[src/sv/itbl_pkg.sv]
// ----------------------------------------------------------------------------
// itbl_pkg
// Shared types, operation codes and default sizes of the interval table engine.
// ----------------------------------------------------------------------------
package itbl_pkg;

  localparam int DEPTH_DEF       = 16;
  localparam int ENERGY_BITS_DEF = 32;

  localparam int KIND_W   = 3;
  localparam int POS_W    = 4;
  localparam int STATUS_W = 2;
  localparam int FIDX_W   = 4;
  localparam int COUNT_W  = 5;

  typedef enum logic [KIND_W-1:0] {
    KIND_APPEND = 3'd0,
    KIND_INSERT = 3'd1,
    KIND_MERGE  = 3'd2,
    KIND_REMOVE = 3'd3,
    KIND_LOOKUP = 3'd4,
    KIND_RANGE  = 3'd5,
    KIND_READ   = 3'd6,
    KIND_CLEAR  = 3'd7
  } kind_t;

  typedef enum logic [STATUS_W-1:0] {
    ST_OK      = 2'd0,
    ST_ORDER   = 2'd1,
    ST_FULL    = 2'd2,
    ST_BAD_POS = 2'd3
  } status_t;

endpackage

[src/sv/itbl_if.sv]
// ----------------------------------------------------------------------------
// itbl_in_if / itbl_out_if
// Valid/ready channels that carry the operation items and the result items.
// ----------------------------------------------------------------------------
interface itbl_in_if #(
  parameter int EW = itbl_pkg::ENERGY_BITS_DEF
) ();
  import itbl_pkg::*;

  logic              valid;
  logic              ready;
  logic [KIND_W-1:0] kind;
  logic [EW-1:0]     low_energy;
  logic [EW-1:0]     high_energy;
  logic [POS_W-1:0]  position;
  logic [EW-1:0]     probe_energy;

  modport source (output valid, kind, low_energy, high_energy, position, probe_energy,
                  input ready);
  modport sink   (input valid, kind, low_energy, high_energy, position, probe_energy,
                  output ready);
endinterface

interface itbl_out_if #(
  parameter int EW = itbl_pkg::ENERGY_BITS_DEF
) ();
  import itbl_pkg::*;

  logic                valid;
  logic                ready;
  logic [STATUS_W-1:0] status;
  logic                found;
  logic [FIDX_W-1:0]   found_index;
  logic                inside_any;
  logic                range_covered;
  logic [EW-1:0]       entry_low;
  logic [EW-1:0]       entry_high;
  logic [COUNT_W-1:0]  entry_count;
  logic [EW-1:0]       overall_low;
  logic [EW-1:0]       overall_high;

  modport source (output valid, status, found, found_index, inside_any, range_covered,
                  entry_low, entry_high, entry_count, overall_low, overall_high,
                  input ready);
  modport sink   (input valid, status, found, found_index, inside_any, range_covered,
                  entry_low, entry_high, entry_count, overall_low, overall_high,
                  output ready);
endinterface

[src/sv/interval_table_engine_top.sv]
// ----------------------------------------------------------------------------
// interval_table_engine_top
// A table of up to DEPTH (low, high) intervals, handled one entry per step by
// a small sequencer around a single-port-read table memory.
// ----------------------------------------------------------------------------
// Each item is one table operation, and the block takes no new item until the
// current one is finished. Every entry visit is a read state followed by a
// state that uses the data, because the table memory has one registered read
// port: a read is issued and the data is used in the next cycle. The overall
// low and high bounds are rebuilt by a scan of the table after every append,
// insert, merge or remove, and a clear sets them to zero. The finished result
// sits in an output register, so the next item can be taken while the result
// waits.
// ----------------------------------------------------------------------------
module interval_table_engine_top #(
  parameter int DEPTH       = itbl_pkg::DEPTH_DEF,
  parameter int ENERGY_BITS = itbl_pkg::ENERGY_BITS_DEF
) (
  input logic         clk,
  input logic         rst_n,
  itbl_in_if.sink     in_ch,
  itbl_out_if.source  out_ch
);
  import itbl_pkg::*;

  localparam int IDX_W = (DEPTH > 1) ? $clog2(DEPTH) : 1;
  localparam int CNT_W = $clog2(DEPTH + 1);
  localparam int CMP_W = CNT_W + POS_W;
  localparam int EW    = ENERGY_BITS;

  // Sequencer states. Each "_RD" state issues a memory read; the matching
  // "_EV" or "_WR" state consumes the registered read data.
  typedef enum logic [16:0] {
    S_IDLE    = 17'h00001,
    S_SLOT_RD = 17'h00002,
    S_SLOT_EV = 17'h00004,
    S_SHUP_RD = 17'h00008,
    S_SHUP_WR = 17'h00010,
    S_PLACE   = 17'h00020,
    S_MRG_RD  = 17'h00040,
    S_MRG_EV  = 17'h00080,
    S_MRG_END = 17'h00100,
    S_DROP_RD = 17'h00200,
    S_DROP_WR = 17'h00400,
    S_OVR_RD  = 17'h00800,
    S_OVR_EV  = 17'h01000,
    S_LKP_RD  = 17'h02000,
    S_LKP_EV  = 17'h04000,
    S_GET_EV  = 17'h08000,
    S_DONE    = 17'h10000
  } state_t;

  state_t             state_r, state_nxt;
  kind_t              kind_r, kind_nxt;
  logic [EW-1:0]      lo_r, lo_nxt, hi_r, hi_nxt, probe_r, probe_nxt;
  logic [CNT_W-1:0]   idx_r, idx_nxt, slot_r, slot_nxt, wp_r, wp_nxt, cnt_r, cnt_nxt;
  logic [EW-1:0]      cur_lo_r, cur_lo_nxt, cur_hi_r, cur_hi_nxt;
  logic [EW-1:0]      min_r, min_nxt, max_r, max_nxt;
  status_t            status_r, status_nxt;
  logic               found_r, found_nxt, inside_r, inside_nxt, cov_r, cov_nxt;
  logic [IDX_W-1:0]   fidx_r, fidx_nxt;
  logic [EW-1:0]      elo_r, elo_nxt, ehi_r, ehi_nxt;

  // Result register toward the output channel.
  logic               ov_r;
  logic               out_load;
  status_t            o_status_r;
  logic               o_found_r, o_inside_r, o_cov_r;
  logic [FIDX_W-1:0]  o_fidx_r;
  logic [EW-1:0]      o_elo_r, o_ehi_r, o_min_r, o_max_r;
  logic [COUNT_W-1:0] o_cnt_r;

  // Table memory: one write and one registered read per cycle.
  logic [EW-1:0]      lo_mem [DEPTH];
  logic [EW-1:0]      hi_mem [DEPTH];
  logic [IDX_W-1:0]   rd_addr, wr_addr;
  logic               wr_en;
  logic [EW-1:0]      wr_lo, wr_hi, rd_lo_r, rd_hi_r;

  logic               in_acc;
  logic [CNT_W-1:0]   idx_inc, idx_dec;

  assign in_acc   = in_ch.valid && in_ch.ready;
  assign in_ch.ready = (state_r == S_IDLE);
  assign idx_inc  = idx_r + CNT_W'(1);
  assign idx_dec  = idx_r - CNT_W'(1);
  assign out_load = (state_r == S_DONE) && (!ov_r || out_ch.ready);

  always_ff @(posedge clk) begin
    if (wr_en) begin
      lo_mem[wr_addr] <= wr_lo;
      hi_mem[wr_addr] <= wr_hi;
    end
    rd_lo_r <= lo_mem[rd_addr];
    rd_hi_r <= hi_mem[rd_addr];
  end

  always_comb begin
    state_nxt  = state_r;
    kind_nxt   = kind_r;
    lo_nxt     = lo_r;
    hi_nxt     = hi_r;
    probe_nxt  = probe_r;
    idx_nxt    = idx_r;
    slot_nxt   = slot_r;
    wp_nxt     = wp_r;
    cnt_nxt    = cnt_r;
    cur_lo_nxt = cur_lo_r;
    cur_hi_nxt = cur_hi_r;
    min_nxt    = min_r;
    max_nxt    = max_r;
    status_nxt = status_r;
    found_nxt  = found_r;
    fidx_nxt   = fidx_r;
    inside_nxt = inside_r;
    cov_nxt    = cov_r;
    elo_nxt    = elo_r;
    ehi_nxt    = ehi_r;
    rd_addr    = idx_r[IDX_W-1:0];
    wr_en      = 1'b0;
    wr_addr    = idx_r[IDX_W-1:0];
    wr_lo      = rd_lo_r;
    wr_hi      = rd_hi_r;

    unique case (state_r)
      S_IDLE: begin
        if (in_acc) begin
          kind_nxt   = kind_t'(in_ch.kind);
          lo_nxt     = in_ch.low_energy;
          hi_nxt     = in_ch.high_energy;
          probe_nxt  = in_ch.probe_energy;
          status_nxt = ST_OK;
          found_nxt  = 1'b0;
          fidx_nxt   = '0;
          inside_nxt = 1'b0;
          cov_nxt    = 1'b0;
          elo_nxt    = '0;
          ehi_nxt    = '0;
          idx_nxt    = '0;
          unique case (kind_t'(in_ch.kind))
            KIND_APPEND, KIND_INSERT, KIND_MERGE: begin
              if (in_ch.low_energy > in_ch.high_energy) begin
                status_nxt = ST_ORDER;
                state_nxt  = S_DONE;
              end else if (cnt_r >= CNT_W'(DEPTH)) begin
                status_nxt = ST_FULL;
                state_nxt  = S_DONE;
              end else if (kind_t'(in_ch.kind) == KIND_APPEND) begin
                slot_nxt  = cnt_r;
                idx_nxt   = cnt_r;
                state_nxt = S_SHUP_RD;
              end else begin
                state_nxt = S_SLOT_RD;
              end
            end
            KIND_REMOVE, KIND_READ: begin
              if (CMP_W'(in_ch.position) >= CMP_W'(cnt_r)) begin
                status_nxt = ST_BAD_POS;
                state_nxt  = S_DONE;
              end else if (kind_t'(in_ch.kind) == KIND_REMOVE) begin
                idx_nxt   = CNT_W'(in_ch.position) + CNT_W'(1);
                state_nxt = S_DROP_RD;
              end else begin
                idx_nxt   = CNT_W'(in_ch.position);
                state_nxt = S_GET_EV;
              end
            end
            KIND_LOOKUP: state_nxt = S_LKP_RD;
            KIND_RANGE: begin
              cov_nxt   = (in_ch.low_energy >= min_r) && (in_ch.high_energy <= max_r);
              state_nxt = S_DONE;
            end
            KIND_CLEAR: begin
              cnt_nxt   = '0;
              min_nxt   = '0;
              max_nxt   = '0;
              state_nxt = S_DONE;
            end
            default: state_nxt = S_DONE;
          endcase
        end
      end

      // Find the first entry whose low bound is above the new one.
      S_SLOT_RD: begin
        if (idx_r == cnt_r) begin
          slot_nxt  = cnt_r;
          idx_nxt   = cnt_r;
          state_nxt = S_SHUP_RD;
        end else begin
          state_nxt = S_SLOT_EV;
        end
      end
      S_SLOT_EV: begin
        if (lo_r < rd_lo_r) begin
          slot_nxt  = idx_r;
          idx_nxt   = cnt_r;
          state_nxt = S_SHUP_RD;
        end else begin
          idx_nxt   = idx_inc;
          state_nxt = S_SLOT_RD;
        end
      end

      // Open a hole at the slot, moving entries up from the top.
      S_SHUP_RD: begin
        rd_addr = idx_dec[IDX_W-1:0];
        if (idx_r == slot_r) begin
          state_nxt = S_PLACE;
        end else begin
          state_nxt = S_SHUP_WR;
        end
      end
      S_SHUP_WR: begin
        wr_en     = 1'b1;
        idx_nxt   = idx_dec;
        state_nxt = S_SHUP_RD;
      end
      S_PLACE: begin
        wr_en   = 1'b1;
        wr_addr = slot_r[IDX_W-1:0];
        wr_lo   = lo_r;
        wr_hi   = hi_r;
        cnt_nxt = cnt_r + CNT_W'(1);
        idx_nxt = '0;
        wp_nxt  = '0;
        if (kind_r == KIND_MERGE) begin
          state_nxt = S_MRG_RD;
        end else begin
          state_nxt = S_OVR_RD;
        end
      end

      // Merge pass: walk the entries with a running interval and compact the
      // table in place; the write pointer never passes the read index.
      S_MRG_RD: begin
        if (idx_r == cnt_r) begin
          state_nxt = S_MRG_END;
        end else begin
          state_nxt = S_MRG_EV;
        end
      end
      S_MRG_EV: begin
        if (idx_r == '0) begin
          cur_lo_nxt = rd_lo_r;
          cur_hi_nxt = rd_hi_r;
        end else if (rd_lo_r <= cur_hi_r) begin
          if (rd_lo_r < cur_lo_r) cur_lo_nxt = rd_lo_r;
          if (rd_hi_r > cur_hi_r) cur_hi_nxt = rd_hi_r;
        end else begin
          wr_en      = 1'b1;
          wr_addr    = wp_r[IDX_W-1:0];
          wr_lo      = cur_lo_r;
          wr_hi      = cur_hi_r;
          wp_nxt     = wp_r + CNT_W'(1);
          cur_lo_nxt = rd_lo_r;
          cur_hi_nxt = rd_hi_r;
        end
        idx_nxt   = idx_inc;
        state_nxt = S_MRG_RD;
      end
      S_MRG_END: begin
        wr_en     = 1'b1;
        wr_addr   = wp_r[IDX_W-1:0];
        wr_lo     = cur_lo_r;
        wr_hi     = cur_hi_r;
        cnt_nxt   = wp_r + CNT_W'(1);
        idx_nxt   = '0;
        state_nxt = S_OVR_RD;
      end

      // Remove: move every later entry down by one.
      S_DROP_RD: begin
        if (idx_r == cnt_r) begin
          cnt_nxt   = cnt_r - CNT_W'(1);
          idx_nxt   = '0;
          state_nxt = S_OVR_RD;
        end else begin
          state_nxt = S_DROP_WR;
        end
      end
      S_DROP_WR: begin
        wr_en     = 1'b1;
        wr_addr   = idx_dec[IDX_W-1:0];
        idx_nxt   = idx_inc;
        state_nxt = S_DROP_RD;
      end

      // Rebuild the overall bounds; an empty table reports zero for both.
      S_OVR_RD: begin
        if (idx_r == cnt_r) begin
          min_nxt   = (cnt_r == '0) ? '0 : cur_lo_r;
          max_nxt   = (cnt_r == '0) ? '0 : cur_hi_r;
          state_nxt = S_DONE;
        end else begin
          state_nxt = S_OVR_EV;
        end
      end
      S_OVR_EV: begin
        if (idx_r == '0) begin
          cur_lo_nxt = rd_lo_r;
          cur_hi_nxt = rd_hi_r;
        end else begin
          if (rd_lo_r < cur_lo_r) cur_lo_nxt = rd_lo_r;
          if (rd_hi_r > cur_hi_r) cur_hi_nxt = rd_hi_r;
        end
        idx_nxt   = idx_inc;
        state_nxt = S_OVR_RD;
      end

      S_LKP_RD: begin
        if (idx_r == cnt_r) begin
          state_nxt = S_DONE;
        end else begin
          state_nxt = S_LKP_EV;
        end
      end
      S_LKP_EV: begin
        if (probe_r >= rd_lo_r) begin
          if (!found_r && (probe_r < rd_hi_r)) begin
            found_nxt = 1'b1;
            fidx_nxt  = idx_r[IDX_W-1:0];
          end
          if (probe_r <= rd_hi_r) inside_nxt = 1'b1;
        end
        idx_nxt   = idx_inc;
        state_nxt = S_LKP_RD;
      end

      // The read of the entry was issued in the idle state's cycle.
      S_GET_EV: begin
        state_nxt = S_DONE;
      end

      S_DONE: begin
        if (out_load) state_nxt = S_IDLE;
      end

      default: state_nxt = S_IDLE;
    endcase

    // Read data of a single entry, copied from the memory read register in S_GET_EV.
    if (state_r == S_GET_EV) begin
      elo_nxt = rd_lo_r;
      ehi_nxt = rd_hi_r;
    end
    if (state_r == S_IDLE && in_acc && kind_t'(in_ch.kind) == KIND_READ) begin
      rd_addr = in_ch.position[IDX_W-1:0];
    end
  end

  always_ff @(posedge clk) begin
    if (!rst_n) begin
      state_r <= S_IDLE;
      cnt_r   <= '0;
      min_r   <= '0;
      max_r   <= '0;
      ov_r    <= 1'b0;
    end else begin
      state_r <= state_nxt;
      cnt_r   <= cnt_nxt;
      min_r   <= min_nxt;
      max_r   <= max_nxt;
      if (out_load) begin
        ov_r <= 1'b1;
      end else if (out_ch.ready) begin
        ov_r <= 1'b0;
      end
    end
  end

  always_ff @(posedge clk) begin
    kind_r   <= kind_nxt;
    lo_r     <= lo_nxt;
    hi_r     <= hi_nxt;
    probe_r  <= probe_nxt;
    idx_r    <= idx_nxt;
    slot_r   <= slot_nxt;
    wp_r     <= wp_nxt;
    cur_lo_r <= cur_lo_nxt;
    cur_hi_r <= cur_hi_nxt;
    status_r <= status_nxt;
    found_r  <= found_nxt;
    fidx_r   <= fidx_nxt;
    inside_r <= inside_nxt;
    cov_r    <= cov_nxt;
    elo_r    <= elo_nxt;
    ehi_r    <= ehi_nxt;
    if (out_load) begin
      o_status_r <= status_r;
      o_found_r  <= found_r;
      o_fidx_r   <= FIDX_W'(fidx_r);
      o_inside_r <= inside_r;
      o_cov_r    <= cov_r;
      o_elo_r    <= elo_r;
      o_ehi_r    <= ehi_r;
      o_cnt_r    <= COUNT_W'(cnt_r);
      o_min_r    <= min_r;
      o_max_r    <= max_r;
    end
  end

  assign out_ch.valid         = ov_r;
  assign out_ch.status        = o_status_r;
  assign out_ch.found         = o_found_r;
  assign out_ch.found_index   = o_fidx_r;
  assign out_ch.inside_any    = o_inside_r;
  assign out_ch.range_covered = o_cov_r;
  assign out_ch.entry_low     = o_elo_r;
  assign out_ch.entry_high    = o_ehi_r;
  assign out_ch.entry_count   = o_cnt_r;
  assign out_ch.overall_low   = o_min_r;
  assign out_ch.overall_high  = o_max_r;

  // The entry count never exceeds the table depth.
  a_cnt_bound: assert property (@(posedge clk) disable iff (!rst_n)
    cnt_r <= CNT_W'(DEPTH))
    else $error("entry count above depth");

  // A full-table answer is only given when the table really is full.
  a_full_status: assert property (@(posedge clk) disable iff (!rst_n)
    (out_load && status_r == ST_FULL) |-> (cnt_r == CNT_W'(DEPTH)))
    else $error("full status with room left");

  // Between items the overall bounds are ordered, and zero when empty.
  a_bounds_order: assert property (@(posedge clk) disable iff (!rst_n)
    (state_r == S_IDLE && cnt_r != '0) |-> (min_r <= max_r))
    else $error("overall bounds out of order");
  a_empty_bounds: assert property (@(posedge clk) disable iff (!rst_n)
    (state_r == S_IDLE && cnt_r == '0) |-> (min_r == '0 && max_r == '0))
    else $error("empty table with nonzero bounds");

  // A clear empties the table at once.
  a_clear: assert property (@(posedge clk) disable iff (!rst_n)
    (in_acc && in_ch.kind == KIND_CLEAR) |=> (cnt_r == '0))
    else $error("clear did not empty the table");

endmodule

[src/flat_wrapper.sv]
// flat-port wrapper written by rule: the top's interface ports become plain ports
module interval_table_engine_top_flat import itbl_pkg::*;
#(
  parameter int DEPTH       = itbl_pkg::DEPTH_DEF,
  parameter int ENERGY_BITS = itbl_pkg::ENERGY_BITS_DEF
)
  (clk, rst_n, in_ch_valid, in_ch_kind, in_ch_low_energy, in_ch_high_energy, in_ch_position, in_ch_probe_energy, in_ch_ready, out_ch_valid, out_ch_status, out_ch_found, out_ch_found_index, out_ch_inside_any, out_ch_range_covered, out_ch_entry_low, out_ch_entry_high, out_ch_entry_count, out_ch_overall_low, out_ch_overall_high, out_ch_ready);
  itbl_in_if in_ch_i ();
  itbl_out_if out_ch_i ();
  input logic clk;
  input logic rst_n;
  input wire logic [$bits(in_ch_i.valid)-1:0] in_ch_valid;
  input wire logic [$bits(in_ch_i.kind)-1:0] in_ch_kind;
  input wire logic [$bits(in_ch_i.low_energy)-1:0] in_ch_low_energy;
  input wire logic [$bits(in_ch_i.high_energy)-1:0] in_ch_high_energy;
  input wire logic [$bits(in_ch_i.position)-1:0] in_ch_position;
  input wire logic [$bits(in_ch_i.probe_energy)-1:0] in_ch_probe_energy;
  output wire logic [$bits(in_ch_i.ready)-1:0] in_ch_ready;
  output wire logic [$bits(out_ch_i.valid)-1:0] out_ch_valid;
  output wire logic [$bits(out_ch_i.status)-1:0] out_ch_status;
  output wire logic [$bits(out_ch_i.found)-1:0] out_ch_found;
  output wire logic [$bits(out_ch_i.found_index)-1:0] out_ch_found_index;
  output wire logic [$bits(out_ch_i.inside_any)-1:0] out_ch_inside_any;
  output wire logic [$bits(out_ch_i.range_covered)-1:0] out_ch_range_covered;
  output wire logic [$bits(out_ch_i.entry_low)-1:0] out_ch_entry_low;
  output wire logic [$bits(out_ch_i.entry_high)-1:0] out_ch_entry_high;
  output wire logic [$bits(out_ch_i.entry_count)-1:0] out_ch_entry_count;
  output wire logic [$bits(out_ch_i.overall_low)-1:0] out_ch_overall_low;
  output wire logic [$bits(out_ch_i.overall_high)-1:0] out_ch_overall_high;
  input wire logic [$bits(out_ch_i.ready)-1:0] out_ch_ready;
  assign in_ch_i.valid = in_ch_valid;
  assign in_ch_i.kind = in_ch_kind;
  assign in_ch_i.low_energy = in_ch_low_energy;
  assign in_ch_i.high_energy = in_ch_high_energy;
  assign in_ch_i.position = in_ch_position;
  assign in_ch_i.probe_energy = in_ch_probe_energy;
  assign in_ch_ready = in_ch_i.ready;
  assign out_ch_valid = out_ch_i.valid;
  assign out_ch_status = out_ch_i.status;
  assign out_ch_found = out_ch_i.found;
  assign out_ch_found_index = out_ch_i.found_index;
  assign out_ch_inside_any = out_ch_i.inside_any;
  assign out_ch_range_covered = out_ch_i.range_covered;
  assign out_ch_entry_low = out_ch_i.entry_low;
  assign out_ch_entry_high = out_ch_i.entry_high;
  assign out_ch_entry_count = out_ch_i.entry_count;
  assign out_ch_overall_low = out_ch_i.overall_low;
  assign out_ch_overall_high = out_ch_i.overall_high;
  assign out_ch_i.ready = out_ch_ready;
  interval_table_engine_top #(.DEPTH(DEPTH), .ENERGY_BITS(ENERGY_BITS)) u_core (.clk(clk), .rst_n(rst_n), .in_ch(in_ch_i), .out_ch(out_ch_i));
endmodule
[config.mk]
export PLATFORM = sky130hd
export DESIGN_NAME = interval_table_engine_top_flat
export DESIGN_NICKNAME = d
export VERILOG_FILES = /design/src/sv/itbl_pkg.sv /design/src/sv/itbl_if.sv /design/src/sv/interval_table_engine_top.sv /design/src/flat_wrapper.sv
export SDC_FILE = /design/constraint.sdc
export NUM_CORES = 2
export LEC_CHECK = 0
export BUFFER_PORTS_ARGS = -buffer_cell sky130_fd_sc_hd__buf_2
export CAP_MARGIN = 20
export CORE_MARGIN = 2
export CORE_UTILIZATION = 55
export DETAILED_ROUTE_END_ITERATION = 16
export PLACE_DENSITY = 0.72
export SETUP_SLACK_MARGIN = 0.15
export SYNTH_ARGS = -nofsm -noshare
export SYNTH_HDL_FRONTEND = slang
export SYNTH_SLANG_ARGS = --single-unit
[constraint.sdc]
create_clock -name clk -period 17.7 [get_ports clk]
set_input_delay 0.885 -clock clk [delete_from_list [all_inputs] [get_ports clk]]
set_output_delay 0.885 -clock clk [all_outputs]
set_load 0.005 [all_outputs]
# Word level (Yosys, flattened, before mapping)
# Memory sizes are Yosys's and may differ from the RTL's. A register that Yosys moved wholly into a read port is not among the register bits.
# Cells that the tools add are included.
# classes
shifts	0
multipliers	0
add_sub_neg	6
bitwise_logic	0
div	0
n_reduce_logical	39
n_lt_le_gt_ge	12
n_mux	97
eq_ne	43
# ops
cell	n
2-to-1 mux 32 bit	22
one-hot mux 17 bit (16 select lines)	1
one-hot mux 32 bit (2 select lines)	4
one-hot mux 32 bit (3 select lines)	2
2-to-1 mux 17 bit	7
2-to-1 mux 5 bit	20
<= comparator 32 bit	3
< comparator 32 bit	3
one-hot mux 17 bit (4 select lines)	1
greater-or-equal comparator 32 bit	2
greater-than comparator 32 bit	2
2-to-1 mux 4 bit	10
one-hot mux 5 bit (7 select lines)	1
2-to-1 mux 12 bit	2
one-hot mux 5 bit (2 select lines)	2
one-hot mux 5 bit (4 select lines)	1
AND reduction 4 bit	5
equality test 17 x 1 -> 1 bit, second input constant	1
equality test 17 x 10 -> 1 bit, second input constant	1
equality test 17 x 11 -> 1 bit, second input constant	1
equality test 17 x 12 -> 1 bit, second input constant	1
equality test 17 x 13 -> 1 bit, second input constant	1
equality test 17 x 14 -> 1 bit, second input constant	1
equality test 17 x 15 -> 1 bit, second input constant	1
other kinds (46)	102
# totals
regBits	480
ram_bits	1024
romBits	0
latchBits	0
wordCells	230
output_inout_bits	144
n_memories	2
# memory_table
name	words	word_bits	read_ports	rd_clocked_by_memory_dff	wr	line	text
u_core.hi_mem	16	32	1	1	1	interval_table_engine_top.sv:75	logic [EW-1:0] hi_mem [DEPTH];
u_core.lo_mem	16	32	1	1	1	interval_table_engine_top.sv:74	logic [EW-1:0] lo_mem [DEPTH];

# Longest topological paths before layout
# logic_depth
word_depth	7
ltp_mapped	13

# Least setup slack after synthesis
# Ideal clock, no wire load.
# synth_path
path_type	flip-flop to flip-flop
from	register u_core.state_r[4]
to	memory u_core.hi_mem[6][0] (netlist name) (enable)
setup_time_ps	666
t_required_ps	17034
slack_ps	7728
path_stages_with_launch	10
synth_period_minus_slack_ps	9972
path_buffers	2
arrival_time_ps	9305
cell_sequence	dfxtp_1 or4_4 buf_6 or4b_2 nor2_2 inv_1 o21ai_1 a221o_1 buf_2 nor4b_1
# synth_via
elab_chain_cells	5
word_cells_on_any_way	10
classes_between	5 x eq/ne; 4 x mux; 1 x reduce/logical
# synth_lines
item	line	text
from (decl)	interval_table_engine_top.sv:53	state_t state_r, state_nxt;
from (signal assigned)	interval_table_engine_top.sv:360	state_r <= state_nxt;
equality test 17 x 5 -> 1 bit (tied with other cells)	interval_table_engine_top.sv:125	unique case (state_r)
OR reduction 4 bit (no line)	n/a	
one-hot mux 1 bit (2 select lines)	interval_table_engine_top.sv:125	
2-to-1 mux 1 bit	interval_table_engine_top.sv:90	if (wr_en) begin
2-to-1 mux 1 bit (implied by the code)	interval_table_engine_top.sv:92	hi_mem[wr_addr] <= wr_hi;
to (decl)	interval_table_engine_top.sv:75	
# Several ways; a longest one is shown, not always the timed one.

# Final worst setup path
# layout_path
from	register u_core.cur_hi_r[14]
to	memory u_core.hi_mem[14][12] (netlist name) (enable)
# layout_via
elab_chain_cells	6
word_cells_on_any_way	9
classes_between	1 x order compare; 8 x mux
# layout_lines
item	line	text
from (decl)	interval_table_engine_top.sv:57	logic [EW-1:0] cur_lo_r, cur_lo_nxt, cur_hi_r, cur_hi_nxt;
from (signal assigned)	interval_table_engine_top.sv:381	cur_hi_r <= cur_hi_nxt;
<= comparator 32 bit *	interval_table_engine_top.sv:247	end else if (rd_lo_r <= cur_hi_r) begin
2-to-1 mux 1 bit	interval_table_engine_top.sv:247	
2-to-1 mux 1 bit	interval_table_engine_top.sv:244	if (idx_r == '0) begin
one-hot mux 1 bit (2 select lines)	interval_table_engine_top.sv:125	
2-to-1 mux 1 bit	interval_table_engine_top.sv:90	
2-to-1 mux 1 bit (implied by the code)	interval_table_engine_top.sv:92	
# Mark *: on every way between the ends. The rest lies on a longest branch, timed or not.

==> flow_metrics.env <==
export IMPL_outcome="complete, no violations"
export IMPL_start_kind="flop"
export IMPL_worst_ep_arrival_time_ps=6530
export IMPL_path_clk_slew_ps=60
export IMPL_met2WireLength_mm=88.29
export IMPL_root_buffer="clkbuf_16"
export IMPL_synthFlopType="edfxtp_1"
export IMPL_layout_common_cells="edfxtp_1 (1417), nand2_1 (776), ha_1 (298)"
export IMPL_core_area_sq_um=120300
export IMPL_route_detailed_drc=0
export IMPL_rows=127
export IMPL_wl_met3_mm=22.60
export IMPL_max_slew_margin_rel=0.2212
export IMPL_met1Wirelength_mm=77.30
export IMPL_cts_tree="built"
export IMPL_muxShareOfSynthArea=0.04579
export IMPL_power_density_nw_per_um2=152.3
export IMPL_grt_max_degree=158
export IMPL_synth_top_family_by_area="simple AND/OR/NAND/NOR gates"
export IMPL_skew_ps=28.72
export IMPL_min_delay_start="in_ch_probe_energy[0]"
export IMPL_cts_buffers=158
export IMPL_tightest_slew_ps=1152
export IMPL_rsz0062_at_grt="no"
export IMPL_worstPathRequired_ps=18130
export IMPL_cts_sinks=1568
export IMPL_leakage_uw=0.02740
export IMPL_grt_ovfl_total=0
export IMPL_ys_async_sr_fraction=0
export IMPL_cts_hold_buf=0
export IMPL_endpoint_kind="flop"
export IMPL_yosysSeqAreaShare=0.6811
export IMPL_critical_path_class="reg2reg"
export IMPL_fin_crit_sh=0.3447
export IMPL_synth_compound_area_frac=0.08798
export IMPL_synth_edf_count=1417
export IMPL_design_area_sq_um=75210
export IMPL_worst_ir_drop_vdd_mv=0.1336
export IMPL_critical_path_max_fanout=37
export IMPL_insertion_delay_ps=810
export IMPL_synth_area_leader_cell="edfxtp_1"
export IMPL_layout_drive_gt1_share=0.1235
export IMPL_grt_antenna_before_repair=9
export IMPL_syn_num_nets=5171
export IMPL_synth_area_leaders="edfxtp_1 (64%), ha_1 (5.6%), dfxtp_1 (4.5%)"
export IMPL_track_usage=0.3150
export IMPL_netlist_area_sq_um=66920
export IMPL_via_count=43320
export IMPL_post_cts_buffers=0
export IMPL_cts_resized=0
export IMPL_start_util=0.5563
export IMPL_grt_pass1_wl_mm=283.8
export IMPL_synth_seq_cells=1568
export IMPL_port_buffers=250
export IMPL_drt_iter0_markers=6081
export IMPL_rr_startpoint="u_core.cur_hi_r[14]"
export IMPL_dieArea_sq_um=124500
export IMPL_reg_largest_list="u_core.hi_mem x512, u_core.lo_mem x512"
export IMPL_rrSetupSlack_ps=11600
export IMPL_grt_pass1_vias=41140
export IMPL_ys_types=83
export IMPL_fin_crit_ps=6102
export IMPL_r2r_end="u_core.hi_mem[14][12]"
export IMPL_fin_setup_tns_ps=0
export IMPL_yosys_area_share_adder=0.05602
export IMPL_max_clock_freq_mhz=163.9
export IMPL_syn_area_per_cell_sq_um=14.04
export IMPL_nNetsFinal=5427
export IMPL_ios=251
export IMPL_vias_per_cell=6.394
export IMPL_final_hold_violation_count=0
export IMPL_drt_wl_total_mm=198.3
export IMPL_dr_pass1_iters=6
export IMPL_die_y_microns=352.8
export IMPL_yosys_warnings=0
export IMPL_maxCapViolations=0
export IMPL_synth_xor_area_share=0.003534
export IMPL_gp_congestion=0.9813
export IMPL_htreeDepth=4
export IMPL_dp_hpwl_mm=125.9
export IMPL_top_layer_used="met5"
export IMPL_postRouteAntennaNets=0
export IMPL_synth_top_area_frac=0.6359
export IMPL_worstRegToRegCells=11
export IMPL_wl_per_cell_microns=29.28
export IMPL_area_growth_syn_to_layout_pct=12.39
export IMPL_setup_viol=0
export IMPL_hold_depth=1
export IMPL_hold_class="in2reg"
export IMPL_synth_simple_area_share=0.09527
export IMPL_holdPathEnd="u_core.probe_r[0]"
export IMPL_placed_area_sq_um=69890
export IMPL_syn_instance_count=4765
export IMPL_clk_path_buf_depth=3
export IMPL_slew_viol_final=0
export IMPL_die_w_microns=352.8
export IMPL_layout_commonest_cell="edfxtp_1"
-- cells by family (layout without fill, tap and decap cells) --
group           Yosys count  in the layout
xor+xnor                 27             27
buf+inv                 475            867
other cells               0              5
fa+ha+maj               299            299
mux                     301            301
simple gates           1322           1322
compound gates          773            773
flops                  1568           1568
-- stage by stage --
| stage | cells | utilization | power [uW] | hold slack, ps | worst slack (ps) |
|---|---|---|---|---|---|
| 6_report | 6774 | 0.6252 | 11450 | 255.7 | 11600 |
| 2_1_floorplan | 4765 | - | 6906 | 400.3 | 7728 |
| 3_3_place_gp | 6471 | 0.5809 | 7979 | 401.3 | 11170 |
| 3_5_place_dp | 6473 | 0.5810 | 8042 | 404.5 | 11770 |
| 4_1_cts | 6769 | 0.6251 | 11400 | 203.2 | 11760 |
| 5_1_grt | 6769 | 0.6251 | 11850 | 234.2 | 11410 |
-- area by class of cell --
type                            count  area (sq um)
Clock inverter                     75         815.8
Fill cell                        8863         45080
Sequential cell                  1568         45570
Multi-Input combinational cell   2722         19530
Inverter                          244         918.4
Clock buffer                      221          4488
Tap cell                         1612          2017
Timing Repair Buffer              327          1849
Antenna cell                        5         12.51
-- cell usage after synthesis, types with 7 or more instances --
master       n
o31ai_1     34
a31oi_1     11
nor3_1      26
a22oi_1     66
a32oi_1    289
a211oi_1    16
nor2b_1     18
clkbuf_1   124
a21o_1      74
xnor2_1     16
nor3_4       7
and3_1      12
xor2_1      11
or3_1       10
ha_1       298
edfxtp_1  1417
or4_1        7
nor4b_1     13
mux2i_1    293
buf_1       17
nand2b_1    13
buf_2       67
nand2_1    777
and4_1      70
nand3_1     81
o211ai_1    15
inv_1      242
nand4_1     60
o21a_1       8
nor4_1      24
and2_1      69
a21oi_1     87
dfxtp_1    151
nor2_1      97
a21boi_0    66
o21ai_0     50
buf_6       20
-- where the power goes --
part	switching [uW]	internal [uW]	total, uW
Clock	1420	1970	3390
Combinational	2130	976	3110
Sequential	290	4670	4960
-- critical path: stages (launching register included) --
cell and delay [ps]:
edfxtp_1 380, inv_1 100, ha_1 330, nand4_1 180
nor4_1 470, a21boi_0 350, o31ai_1 220, a21oi_1 770
a21oi_1 230, a2111oi_2 1080, and4b_4 990, buf_4 570
-- layer usage --
layer	vias up	GRT usage
li1	18760	-
met1	21390	0.4375
met2	2723	0.4739
met3	435	0.07116
met4	6	0.1496
met5	-	0
-- worst max path at each step --
stage / start / to / cells after the start
final: u_core.cur_hi_r[14] / u_core.hi_mem[14][12] / 11
after global routing: u_core.state_r[12] / u_core.hi_mem[13][4] / 10
after CTS: u_core.cur_hi_r[14] / u_core.hi_mem[14][10] / 11
after detailed placement: u_core.cur_hi_r[14] / u_core.lo_mem[14][28] / 11
after global placement: in_ch_high_energy[13] / u_core.slot_r[0] / 11
after floorplan: u_core.state_r[4] / u_core.hi_mem[6][0] / 9
(Power assumes the default switching activity.)
